**src/design/kst_pkg.sv**
```systemverilog
`timescale 1ns / 1ps
// ----------------------------------------------------------------------------
// kst_pkg
// Shared types, constants and the micro-step program of the speed tracker.
// ----------------------------------------------------------------------------
package kst_pkg;

    localparam int DATA_WIDTH_DEF = 32;
    localparam int FRAC_BITS_DEF  = 24;
    localparam int IO_W           = 32;
    localparam int NOISE_W        = 31;
    localparam int CFG_IDX_W      = 3;
    localparam int CFG_DATA_W     = 32;
    localparam int STEP_W         = 6;

    localparam logic [CFG_IDX_W-1:0] CFG_PROCESS_NOISE      = 3'd0;
    localparam logic [CFG_IDX_W-1:0] CFG_MEASUREMENT_NOISE  = 3'd1;
    localparam logic [CFG_IDX_W-1:0] CFG_INITIAL_COVARIANCE = 3'd2;
    localparam logic [CFG_IDX_W-1:0] CFG_INITIAL_SPEED      = 3'd3;
    localparam logic [CFG_IDX_W-1:0] CFG_INITIAL_RATE       = 3'd4;

    localparam logic [NOISE_W-1:0] RST_PROCESS_NOISE      = 31'd1678;
    localparam logic [NOISE_W-1:0] RST_MEASUREMENT_NOISE  = 31'd167772;
    localparam logic [NOISE_W-1:0] RST_INITIAL_COVARIANCE = 31'd1677722;
    localparam logic [IO_W-1:0]    RST_INITIAL_SPEED      = 32'd33554432;
    localparam logic [IO_W-1:0]    RST_INITIAL_RATE       = 32'd0;

    typedef enum logic [2:0] {K_LD, K_ADD, K_SUB, K_ST, K_SKIP, K_MUL, K_DIV} t_kind;

    typedef enum logic [3:0] {
        R_IN, R_Z, R_X0, R_X1, R_P00, R_P01, R_P11, R_Q, R_R, R_S, R_Y,
        R_K0, R_K1, R_M, R_OUT
    } t_reg;

    typedef struct packed {
        t_kind kind;
        t_reg  a;
        t_reg  b;
    } t_uop;

    typedef enum logic [1:0] {ST_IDLE, ST_RUN, ST_WAIT} t_state;
    typedef enum logic [1:0] {U_IDLE, U_MUL, U_DIV, U_FIN} t_unit;

    typedef struct packed {
        logic accept;
        logic issue;
        t_uop uop;
    } t_cmd;

    typedef struct packed {
        logic unit_done;
        logic s_pos;
    } t_sts;

    localparam logic [STEP_W-1:0] OUT_STEP = 6'd46;

    function automatic t_uop f_uop(input logic [STEP_W-1:0] step);
        t_uop u;
        case (step)
            6'd0:    u = '{K_LD,   R_IN,  R_IN};
            6'd1:    u = '{K_ST,   R_Z,   R_Z};
            6'd2:    u = '{K_LD,   R_X0,  R_X0};
            6'd3:    u = '{K_ADD,  R_X1,  R_X1};
            6'd4:    u = '{K_ST,   R_X0,  R_X0};
            6'd5:    u = '{K_LD,   R_P00, R_P00};
            6'd6:    u = '{K_ADD,  R_P01, R_P01};
            6'd7:    u = '{K_ADD,  R_P01, R_P01};
            6'd8:    u = '{K_ADD,  R_P11, R_P11};
            6'd9:    u = '{K_ADD,  R_Q,   R_Q};
            6'd10:   u = '{K_ST,   R_P00, R_P00};
            6'd11:   u = '{K_LD,   R_P01, R_P01};
            6'd12:   u = '{K_ADD,  R_P11, R_P11};
            6'd13:   u = '{K_ST,   R_P01, R_P01};
            6'd14:   u = '{K_LD,   R_P11, R_P11};
            6'd15:   u = '{K_ADD,  R_Q,   R_Q};
            6'd16:   u = '{K_ST,   R_P11, R_P11};
            6'd17:   u = '{K_LD,   R_P00, R_P00};
            6'd18:   u = '{K_ADD,  R_R,   R_R};
            6'd19:   u = '{K_ST,   R_S,   R_S};
            6'd20:   u = '{K_SKIP, R_S,   R_S};
            6'd21:   u = '{K_DIV,  R_P00, R_K0};
            6'd22:   u = '{K_DIV,  R_P01, R_K1};
            6'd23:   u = '{K_LD,   R_Z,   R_Z};
            6'd24:   u = '{K_SUB,  R_X0,  R_X0};
            6'd25:   u = '{K_ST,   R_Y,   R_Y};
            6'd26:   u = '{K_MUL,  R_K0,  R_Y};
            6'd27:   u = '{K_LD,   R_X0,  R_X0};
            6'd28:   u = '{K_ADD,  R_M,   R_M};
            6'd29:   u = '{K_ST,   R_X0,  R_X0};
            6'd30:   u = '{K_MUL,  R_K1,  R_Y};
            6'd31:   u = '{K_LD,   R_X1,  R_X1};
            6'd32:   u = '{K_ADD,  R_M,   R_M};
            6'd33:   u = '{K_ST,   R_X1,  R_X1};
            6'd34:   u = '{K_MUL,  R_K1,  R_P01};
            6'd35:   u = '{K_LD,   R_P11, R_P11};
            6'd36:   u = '{K_SUB,  R_M,   R_M};
            6'd37:   u = '{K_ST,   R_P11, R_P11};
            6'd38:   u = '{K_MUL,  R_K0,  R_P01};
            6'd39:   u = '{K_LD,   R_P01, R_P01};
            6'd40:   u = '{K_SUB,  R_M,   R_M};
            6'd41:   u = '{K_ST,   R_P01, R_P01};
            6'd42:   u = '{K_MUL,  R_K0,  R_P00};
            6'd43:   u = '{K_LD,   R_P00, R_P00};
            6'd44:   u = '{K_SUB,  R_M,   R_M};
            6'd45:   u = '{K_ST,   R_P00, R_P00};
            6'd46:   u = '{K_LD,   R_X0,  R_X0};
            default: u = '{K_ST,   R_OUT, R_OUT};
        endcase
        return u;
    endfunction

endpackage

```
**src/design/kst_ctrl.sv**
```systemverilog
`timescale 1ns / 1ps
// ----------------------------------------------------------------------------
// kst_ctrl
// Sequencer that steps the datapath through one filter update per sample.
// ----------------------------------------------------------------------------
module kst_ctrl
    import kst_pkg::*;
(
    input  logic i_clk,
    input  logic i_rst_n,
    input  logic i_valid,
    output logic o_ready,
    output logic o_valid,
    input  logic i_ready,
    input  t_sts i_sts,
    output t_cmd o_cmd
);

    t_state             r_state, n_state;
    logic [STEP_W-1:0]  r_step, n_step;
    logic               r_out_valid, n_out_valid;
    t_uop               uop;
    logic               out_free;

    assign uop      = f_uop(r_step);
    assign out_free = !r_out_valid || i_ready;

    always_comb begin
        n_state     = r_state;
        n_step      = r_step;
        n_out_valid = r_out_valid && !i_ready;
        case (r_state)
            ST_IDLE: begin
                if (i_valid) begin
                    n_state = ST_RUN;
                    n_step  = '0;
                end
            end
            ST_RUN: begin
                case (uop.kind)
                    K_SKIP: begin
                        n_step = i_sts.s_pos ? r_step + 6'd1 : OUT_STEP;
                    end
                    K_MUL, K_DIV: begin
                        n_state = ST_WAIT;
                    end
                    K_ST: begin
                        if (uop.a == R_OUT) begin
                            if (out_free) begin
                                n_out_valid = 1'b1;
                                n_state     = ST_IDLE;
                            end
                        end else begin
                            n_step = r_step + 6'd1;
                        end
                    end
                    default: begin
                        n_step = r_step + 6'd1;
                    end
                endcase
            end
            ST_WAIT: begin
                if (i_sts.unit_done) begin
                    n_state = ST_RUN;
                    n_step  = r_step + 6'd1;
                end
            end
            default: begin
                n_state = ST_IDLE;
            end
        endcase
    end

    always_comb begin
        o_ready      = (r_state == ST_IDLE);
        o_valid      = r_out_valid;
        o_cmd.accept = (r_state == ST_IDLE) && i_valid;
        o_cmd.uop    = uop;
        o_cmd.issue  = (r_state == ST_RUN) && (uop.kind != K_SKIP)
                       && !((uop.kind == K_ST) && (uop.a == R_OUT) && !out_free);
    end

    always_ff @(posedge i_clk) begin
        if (!i_rst_n) begin
            r_state     <= ST_IDLE;
            r_step      <= '0;
            r_out_valid <= 1'b0;
        end else begin
            r_state     <= n_state;
            r_step      <= n_step;
            r_out_valid <= n_out_valid;
        end
    end

endmodule

```
**src/design/kst_dp.sv**
```systemverilog
`timescale 1ns / 1ps
// ----------------------------------------------------------------------------
// kst_dp
// Registers, saturating accumulator and bit-serial multiply/divide unit.
// ----------------------------------------------------------------------------
module kst_dp
    import kst_pkg::*;
#(
    parameter int DATA_WIDTH = DATA_WIDTH_DEF,
    parameter int FRAC_BITS  = FRAC_BITS_DEF
) (
    input  logic                  i_clk,
    input  logic                  i_rst_n,
    input  logic                  i_cfg_valid,
    input  logic [CFG_IDX_W-1:0]  i_cfg_index,
    input  logic [CFG_DATA_W-1:0] i_cfg_data,
    input  logic signed [IO_W-1:0] i_measured_speed,
    input  t_cmd                  i_cmd,
    output t_sts                  o_sts,
    output logic signed [IO_W-1:0] o_estimated_speed,
    output logic                  o_saturated
);

    localparam int W  = DATA_WIDTH;
    localparam int F  = FRAC_BITS;
    localparam int AW = ((W > IO_W) ? W : IO_W) + 3;
    localparam int MW = 2 * W;
    localparam int CW = $clog2(W + F);

    localparam logic signed [AW-1:0] VMAX_A = AW'((64'sd1 <<< (W - 1)) - 64'sd1);
    localparam logic signed [AW-1:0] VMIN_A = -VMAX_A - AW'(1);
    localparam logic signed [AW-1:0] OMAX_A = AW'(64'sd2147483647);
    localparam logic signed [AW-1:0] OMIN_A = AW'(-64'sd2147483648);
    localparam logic signed [W-1:0]  VMAX_W = {1'b0, {(W - 1){1'b1}}};
    localparam logic signed [W-1:0]  VMIN_W = {1'b1, {(W - 1){1'b0}}};
    localparam logic [MW:0]          LIM_POS = {{(MW - W + 2){1'b0}}, {(W - 1){1'b1}}};
    localparam logic [MW:0]          LIM_NEG = LIM_POS + (MW + 1)'(1);
    localparam logic [MW:0]          HALF = {{MW{1'b0}}, 1'b1} << (F - 1);

    function automatic logic signed [W-1:0] sat_w(input logic signed [AW-1:0] v);
        if (v > VMAX_A) begin
            return VMAX_W;
        end else if (v < VMIN_A) begin
            return VMIN_W;
        end
        return v[W-1:0];
    endfunction

    function automatic logic [W-1:0] abs_w(input logic signed [W-1:0] v);
        return v[W-1] ? (~v + 1'b1) : v;
    endfunction

    logic [NOISE_W-1:0]   r_q_raw, r_r_raw, r_pinit_raw;
    logic [IO_W-1:0]      r_x0_init, r_x1_init;
    logic                 r_reload;

    logic signed [W-1:0]  r_x0, r_x1, r_p00, r_p01, r_p11;
    logic signed [W-1:0]  r_z, r_s, r_y, r_k0, r_k1, r_m;
    logic signed [IO_W-1:0] r_in;
    logic signed [AW-1:0] r_acc;
    logic                 r_flag;
    logic signed [IO_W-1:0] r_out_speed;
    logic                 r_out_sat;

    t_unit                r_unit, n_unit;
    logic [CW-1:0]        r_cnt;
    logic                 r_neg, r_over;
    logic [MW-1:0]        r_mcand, r_prod;
    logic [W-1:0]         r_mplier, r_rem, r_quo;
    logic [W+F-1:0]       r_dvd;
    t_reg                 r_udst;

    logic signed [W-1:0]  q_w, r_w, pinit_w, x0_init_w, x1_init_w;
    logic signed [W-1:0]  a_w, b_w;
    logic signed [AW-1:0] acc_src;
    logic signed [W-1:0]  st_val;
    logic                 st_over;
    logic signed [IO_W-1:0] out_val;
    logic                 out_over;
    logic [W:0]           div_t;
    logic                 div_ge;
    logic [MW:0]          fin_rnd, fin_mag;
    logic                 fin_clip;
    logic signed [W-1:0]  fin_res;

    assign q_w       = sat_w(AW'(signed'({1'b0, r_q_raw})));
    assign r_w       = sat_w(AW'(signed'({1'b0, r_r_raw})));
    assign pinit_w   = sat_w(AW'(signed'({1'b0, r_pinit_raw})));
    assign x0_init_w = sat_w(AW'(signed'(r_x0_init)));
    assign x1_init_w = sat_w(AW'(signed'(r_x1_init)));

    always_comb begin
        case (i_cmd.uop.a)
            R_Z:     a_w = r_z;
            R_X0:    a_w = r_x0;
            R_X1:    a_w = r_x1;
            R_P00:   a_w = r_p00;
            R_P01:   a_w = r_p01;
            R_P11:   a_w = r_p11;
            R_Q:     a_w = q_w;
            R_R:     a_w = r_w;
            R_S:     a_w = r_s;
            R_Y:     a_w = r_y;
            R_K0:    a_w = r_k0;
            R_K1:    a_w = r_k1;
            R_M:     a_w = r_m;
            default: a_w = '0;
        endcase
        case (i_cmd.uop.b)
            R_Y:     b_w = r_y;
            R_P00:   b_w = r_p00;
            R_P01:   b_w = r_p01;
            default: b_w = '0;
        endcase
        acc_src = (i_cmd.uop.a == R_IN) ? AW'(r_in) : AW'(a_w);
    end

    always_comb begin
        st_val   = sat_w(r_acc);
        st_over  = (r_acc > VMAX_A) || (r_acc < VMIN_A);
        out_over = (r_acc > OMAX_A) || (r_acc < OMIN_A);
        if (r_acc > OMAX_A) begin
            out_val = 32'sh7FFFFFFF;
        end else if (r_acc < OMIN_A) begin
            out_val = 32'sh80000000;
        end else begin
            out_val = r_acc[IO_W-1:0];
        end
    end

    always_comb begin
        div_t    = {r_rem, r_dvd[W+F-1]};
        div_ge   = div_t >= {1'b0, r_s};
        fin_rnd  = {1'b0, r_prod} + HALF;
        fin_mag  = (r_unit == U_FIN && r_udst == R_M) ? (fin_rnd >> F) : (MW + 1)'(r_quo);
        fin_clip = r_over || (fin_mag > (r_neg ? LIM_NEG : LIM_POS));
        if (fin_clip) begin
            fin_res = r_neg ? VMIN_W : VMAX_W;
        end else begin
            fin_res = r_neg ? -fin_mag[W-1:0] : fin_mag[W-1:0];
        end
    end

    always_comb begin
        n_unit = r_unit;
        case (r_unit)
            U_IDLE: begin
                if (i_cmd.issue && i_cmd.uop.kind == K_MUL) begin
                    n_unit = U_MUL;
                end else if (i_cmd.issue && i_cmd.uop.kind == K_DIV) begin
                    n_unit = U_DIV;
                end
            end
            U_MUL, U_DIV: begin
                if (r_cnt == '0) begin
                    n_unit = U_FIN;
                end
            end
            default: begin
                n_unit = U_IDLE;
            end
        endcase
    end

    assign o_sts.unit_done   = (r_unit == U_FIN);
    assign o_sts.s_pos       = !r_s[W-1] && (r_s != '0);
    assign o_estimated_speed = r_out_speed;
    assign o_saturated       = r_out_sat;

    always_ff @(posedge i_clk) begin
        if (!i_rst_n) begin
            r_unit <= U_IDLE;
        end else begin
            r_unit <= n_unit;
        end
    end

    always_ff @(posedge i_clk) begin
        if (!i_rst_n) begin
            r_q_raw     <= RST_PROCESS_NOISE;
            r_r_raw     <= RST_MEASUREMENT_NOISE;
            r_pinit_raw <= RST_INITIAL_COVARIANCE;
            r_x0_init   <= RST_INITIAL_SPEED;
            r_x1_init   <= RST_INITIAL_RATE;
            r_reload    <= 1'b1;
            r_flag      <= 1'b0;
        end else begin
            r_reload <= 1'b0;
            if (i_cfg_valid) begin
                case (i_cfg_index)
                    CFG_PROCESS_NOISE: begin
                        r_q_raw  <= i_cfg_data[NOISE_W-1:0];
                        r_reload <= 1'b1;
                    end
                    CFG_MEASUREMENT_NOISE: begin
                        r_r_raw  <= i_cfg_data[NOISE_W-1:0];
                        r_reload <= 1'b1;
                    end
                    CFG_INITIAL_COVARIANCE: begin
                        r_pinit_raw <= i_cfg_data[NOISE_W-1:0];
                        r_reload    <= 1'b1;
                    end
                    CFG_INITIAL_SPEED: begin
                        r_x0_init <= i_cfg_data;
                        r_reload  <= 1'b1;
                    end
                    CFG_INITIAL_RATE: begin
                        r_x1_init <= i_cfg_data;
                        r_reload  <= 1'b1;
                    end
                    default: begin
                    end
                endcase
            end
            if (i_cmd.accept) begin
                r_flag <= 1'b0;
            end else if (i_cmd.issue && i_cmd.uop.kind == K_ST) begin
                r_flag <= r_flag | st_over;
            end else if (r_unit == U_FIN) begin
                r_flag <= r_flag | fin_clip;
            end
        end
    end

    always_ff @(posedge i_clk) begin
        if (r_reload) begin
            r_x0  <= x0_init_w;
            r_x1  <= x1_init_w;
            r_p00 <= pinit_w;
            r_p01 <= '0;
            r_p11 <= pinit_w;
        end
        if (i_cmd.accept) begin
            r_in <= i_measured_speed;
        end
        if (i_cmd.issue) begin
            case (i_cmd.uop.kind)
                K_LD:  r_acc <= acc_src;
                K_ADD: r_acc <= r_acc + acc_src;
                K_SUB: r_acc <= r_acc - acc_src;
                K_ST: begin
                    case (i_cmd.uop.a)
                        R_Z:   r_z   <= st_val;
                        R_X0:  r_x0  <= st_val;
                        R_X1:  r_x1  <= st_val;
                        R_P00: r_p00 <= st_val;
                        R_P01: r_p01 <= st_val;
                        R_P11: r_p11 <= st_val;
                        R_S:   r_s   <= st_val;
                        R_Y:   r_y   <= st_val;
                        R_OUT: begin
                            r_out_speed <= out_val;
                            r_out_sat   <= r_flag | out_over;
                        end
                        default: begin
                        end
                    endcase
                end
                K_MUL: begin
                    r_cnt    <= CW'(W - 1);
                    r_neg    <= a_w[W-1] ^ b_w[W-1];
                    r_over   <= 1'b0;
                    r_mcand  <= MW'(abs_w(a_w));
                    r_mplier <= abs_w(b_w);
                    r_prod   <= '0;
                    r_udst   <= R_M;
                end
                K_DIV: begin
                    r_cnt  <= CW'(W + F - 1);
                    r_neg  <= a_w[W-1];
                    r_over <= 1'b0;
                    r_dvd  <= {abs_w(a_w), {F{1'b0}}};
                    r_rem  <= '0;
                    r_quo  <= '0;
                    r_udst <= i_cmd.uop.b;
                end
                default: begin
                end
            endcase
        end
        case (r_unit)
            U_MUL: begin
                if (r_mplier[0]) begin
                    r_prod <= r_prod + r_mcand;
                end
                r_mcand  <= r_mcand << 1;
                r_mplier <= r_mplier >> 1;
                r_cnt    <= r_cnt - CW'(1);
            end
            U_DIV: begin
                r_rem <= div_ge ? W'(div_t - {1'b0, r_s}) : div_t[W-1:0];
                r_quo <= {r_quo[W-2:0], div_ge};
                if (div_ge && r_cnt >= CW'(W)) begin
                    r_over <= 1'b1;
                end
                r_dvd <= r_dvd << 1;
                r_cnt <= r_cnt - CW'(1);
            end
            U_FIN: begin
                case (r_udst)
                    R_K0:    r_k0 <= fin_res;
                    R_K1:    r_k1 <= fin_res;
                    default: r_m  <= fin_res;
                endcase
            end
            default: begin
            end
        endcase
    end

endmodule

```
**src/design/kalman_speed_tracker_top.sv**
```systemverilog
`timescale 1ns / 1ps
// ----------------------------------------------------------------------------
// kalman_speed_tracker_top
// Two-state constant-velocity Kalman filter on a scalar speed measurement.
//
//   channel   signals                                   direction
//   input     i_valid / o_ready, i_measured_speed        in
//   result    o_valid / i_ready, o_estimated_speed,      out
//             o_saturated
//   config    i_cfg_valid / o_cfg_ready, i_cfg_index,    in
//             i_cfg_data
//
// The time from transaction to result is set by the single bit-serial
// multiply/divide unit that all five products and both gain quotients share;
// the correction, and with it the unit, is skipped when S is not positive. A new
// sample is taken only after the result of the last one has been stored.
// Reset and each config write to indexes 0 to 4 reload state and covariance.
// A stalled result holds; the final step waits for the output register to free.
// ----------------------------------------------------------------------------
module kalman_speed_tracker_top
    import kst_pkg::*;
#(
    parameter int DATA_WIDTH = DATA_WIDTH_DEF,
    parameter int FRAC_BITS  = FRAC_BITS_DEF
) (
    input  logic                   i_clk,
    input  logic                   i_rst_n,
    input  logic                   i_cfg_valid,
    output logic                   o_cfg_ready,
    input  logic [CFG_IDX_W-1:0]   i_cfg_index,
    input  logic [CFG_DATA_W-1:0]  i_cfg_data,
    input  logic                   i_valid,
    output logic                   o_ready,
    input  logic signed [IO_W-1:0] i_measured_speed,
    output logic                   o_valid,
    input  logic                   i_ready,
    output logic signed [IO_W-1:0] o_estimated_speed,
    output logic                   o_saturated
);

    t_cmd cmd;
    t_sts sts;

    assign o_cfg_ready = 1'b1;

    kst_ctrl u_ctrl (
        .i_clk   (i_clk),
        .i_rst_n (i_rst_n),
        .i_valid (i_valid),
        .o_ready (o_ready),
        .o_valid (o_valid),
        .i_ready (i_ready),
        .i_sts   (sts),
        .o_cmd   (cmd)
    );

    kst_dp #(
        .DATA_WIDTH (DATA_WIDTH),
        .FRAC_BITS  (FRAC_BITS)
    ) u_dp (
        .i_clk             (i_clk),
        .i_rst_n           (i_rst_n),
        .i_cfg_valid       (i_cfg_valid),
        .i_cfg_index       (i_cfg_index),
        .i_cfg_data        (i_cfg_data),
        .i_measured_speed  (i_measured_speed),
        .i_cmd             (cmd),
        .o_sts             (sts),
        .o_estimated_speed (o_estimated_speed),
        .o_saturated       (o_saturated)
    );

endmodule

```
**config.mk**
```make
export PLATFORM = sky130hd
export DESIGN_NAME = kalman_speed_tracker_top
export DESIGN_NICKNAME = d
export VERILOG_FILES = /design/src/design/kst_pkg.sv /design/src/design/kst_ctrl.sv /design/src/design/kst_dp.sv /design/src/design/kalman_speed_tracker_top.sv
export SDC_FILE = /design/constraint.sdc
export NUM_CORES = 2
export LEC_CHECK = 0
export ABC_AREA = 1
export BUFFER_PORTS_ARGS = -buffer_cell sky130_fd_sc_hd__buf_4
export CAP_MARGIN = 20
export CORE_UTILIZATION = 38
export CTS_CLUSTER_SIZE = 10
export DETAILED_ROUTE_END_ITERATION = 7
export GPL_ROUTABILITY_DRIVEN = 0
export GPL_TIMING_DRIVEN = 0
export PLACE_DENSITY = 0.64
export SLEW_MARGIN = 20
export SYNTH_ARGS = -nofsm -noshare
export SYNTH_HDL_FRONTEND = slang
export SYNTH_SLANG_ARGS = --single-unit
```
**constraint.sdc**
```tcl
create_clock -name i_clk -period 16.6 [get_ports i_clk]
set_clock_uncertainty 0.05 [all_clocks]
set_input_delay 4.15 -clock i_clk [delete_from_list [all_inputs] [get_ports i_clk]]
set_output_delay 4.15 -clock i_clk [all_outputs]
set_load 0.02 [all_outputs]
```
==> metrics <==
final cell count without fillers 9299; Worst-Margin Slew 1.28 ns; H-tree levels 3; CTS clk-pin slew, worst paths 0.05 ns; Crit Path Category primary input to flip-flop; CP Capture Type flip-flop; CP arrival 7.43 ns; final design utilization 0.433; Post-Synth Simple-Gate Area 0.270; Post-CTS Setup Bufs 0; Nets 7686; Clock Path Buffers 3; mux contribution to synthesized area 0; hold_buf cts 0; most frequent cells in the layout nand2_1 (1919), nor2_1 (818), inv_1 (785); total power 8.55 mW; RSZ-0062 raised after global routing false; I/O Buffers 105; asr flop ratio synth 0; ys flop type edfxtp_1; Fin. Hold Viols 0; final number of max-transition violations 0; setup tns final 0 ns; first-pass detailed-route iteration total 8; first-pass GRT wire length 304000 um; P per Cell Area 144 nW/um^2; sequential area share after synthesis 0.438; crit share post-route 0.424; WP data required 16.99 ns; DP HPWL 164000 um; Synth Register Bits 901; DRC 33; slowest CP cell nor2_1; insertion delay to the later sink of the worst-skew pair 0.76 ns; mapped cell area 52500 sq um; root buf cell clkbuf_16; Final setup violation count 0; Starting Density 0.382; 1st-iter DRT viols 7424; critical path, cell by cell buf_4 -> nor2_1 -> nand3_1 -> nand2_1 -> nor2_2 -> nor2_1 -> clkinv_4 -> buf_16; number of placed I/O pins 108; post-synthesis cell count 7178; Post-synth EDFFs 493; CP max stage delay 0.78 ns; largest net degree at the start of global routing 64; fmax 142 MHz; total grt overflow 0; largest family of logic cells by synthesized area simple AND/OR/NAND/NOR gates; total core area 137000 sq um; die area 140000 sq um; CTS tree done; Max-slew headroom 0.144; Worst IR Drop VDD 0.103 mV; Tmin final 7.04 ns; unique cell type count in the Yosys netlist 56; layout cells sized above 1 0.0561; Yosys warning total 0; Synth Area in Adders 0.0452; vias in the first global route 47392; gr usage total 0.291; via count 52688; outcome finished with violations; Leak Pwr 25.6 nW; startpoint types primary input; CTS buffer count 106; DR WL/cell 22.6 um; failing checks design-rule violations; crit-path max FO 63; Syn Nets 7438; Syn Area/Cell 7.31 sq um; die height 374 um; clk sinks 901; CTS resizes 0; antenna violations before repair 6; most used cell, CP nor2_1; vias per cell 5.67; area delta synth->final 13.2%; most common cell after layout, fill and taps aside nand2_1; die width 374 um; max cap viols 0; Placed Cells 9111; Synth Area in XOR/XNOR 0.0252; Min-Delay Path Class flip-flop to flip-flop; antenna-violating nets left 0; Cell Rows 136; post-detailed-routing wire length 210000 um; complex-gate fraction of the synthesized area 0.142
[state kept, by name, indices dropped and copies added (netlist names), 32 cells and up]
register and cells:
u_dp.r_y 32, u_dp.r_x1_init 32, u_dp.r_mplier 32, u_dp.r_mcand 64
u_dp.r_m 32, u_dp.r_quo 32, u_dp.r_rem 32, u_dp.r_k1 32
u_dp.r_prod 64, u_dp.r_p01 32, u_dp.r_in 32, u_dp.o_estimated_speed 32
u_dp.r_acc 35, u_dp.r_s 32, u_dp.r_x1 32, u_dp.r_p00 32
u_dp.r_z 32, u_dp.r_dvd 32, u_dp.r_x0 32, u_dp.r_x0_init 32
u_dp.r_k0 32, u_dp.r_p11 32
[critical path, delay by kind of cell]
kind | cells | cell delay [ns]
buf+inv | 3 | 1.06
simple gates | 5 | 2.15
[power by group]
| group | internal, mW | leakage (nW) | switching [mW] |
|---|---|---|---|
| clock | 1.26 | 1.56 | 0.988 |
| sequential | 2.72 | 7.86 | 0.246 |
| combinational | 0.982 | 16.1 | 2.36 |
[through the flow]
step,hold slack (ns),setup slack [ns],cell area (sq um)
detailed placement,0.388,8.98,56100
global route,0.411,9.49,59400
CTS,0.398,9.76,59400
global placement,0.383,0.188,55500
finish,0.400,9.56,59400
floorplan,0.373,4.74,52500
[path summary, 6_finish.rpt]
| check | start | to | slack [ns] | cells after the start |
|---|---|---|---|---|
| max | i_ready | u_dp.r_mcand[23] | 9.56 | 8 |
| min | u_dp.r_x1_init[15] | u_dp.r_x1_init[15] | 0.40 | 2 |
| max reg2reg | u_ctrl.uop[7] | u_dp.r_acc[34] | 9.67 | 31 |
| min reg2reg | u_dp.r_x1_init[15] | u_dp.r_x1_init[15] | 0.40 | 2 |
[per-layer routing]
| layer | global-route usage | vias to the layer above | share of wire |
|---|---|---|---|
| li1 | - | 24252 | - |
| met1 | 0.379 | 24400 | 0.39 |
| met2 | 0.418 | 3396 | 0.40 |
| met3 | 0.0817 | 634 | 0.13 |
| met4 | 0.194 | 6 | 0.076 |
| met5 | 0.000686 | - | 0.00020 |
[logic make-up after synthesis]
kind of cell,Yosys count
AOI/OAI and AO/OA,1371
xor gates and xnor gates,151
other,1
buffers and inverters,1094
adders and majority gates,188
DFF,901
and+or+nand+nor,3472
[area by class of cell]
class | count | area [sq um]
fillers | 13770 | 77900
multi-input cells | 5183 | 25500
flip-flops and latches | 901 | 23000
inverters | 819 | 3080
clock buffers | 171 | 3070
well taps | 1794 | 2240
repair buffers | 140 | 1280
plain buffers | 275 | 1100
clock inverters | 13 | 159
diodes | 3 | 7.51
[Yosys cell counts, drive strengths merged, types with 8 or more instances]
library cell | n | share of area
inv | 811 | 0.058
xnor2 | 54 | 0.0090
o21ai | 765 | 0.073
ha | 185 | 0.044
o22ai | 17 | 0.0020
o211ai | 18 | 0.0026
nor4 | 15 | 0.0018
nand3 | 521 | 0.050
nand3b | 8 | 0.0011
dfxtp | 408 | 0.16
clkinv | 8 | 0.00057
a31oi | 86 | 0.010
clkbuf | 229 | 0.016
a21oi | 337 | 0.032
o221ai | 18 | 0.0030
nand4 | 59 | 0.0070
nor2 | 839 | 0.061
nor3 | 60 | 0.0060
nand2 | 1925 | 0.14
edfxtp | 493 | 0.28
or2 | 37 | 0.0044
a21boi | 12 | 0.0017
buf | 46 | 0.0045
xor2 | 97 | 0.016
a21o | 31 | 0.0044
o31ai | 18 | 0.0028
a211oi | 9 | 0.0013
o21bai | 18 | 0.0026
o21a | 16 | 0.0023
No activity file was read; power rests on OpenSTA's default activity.
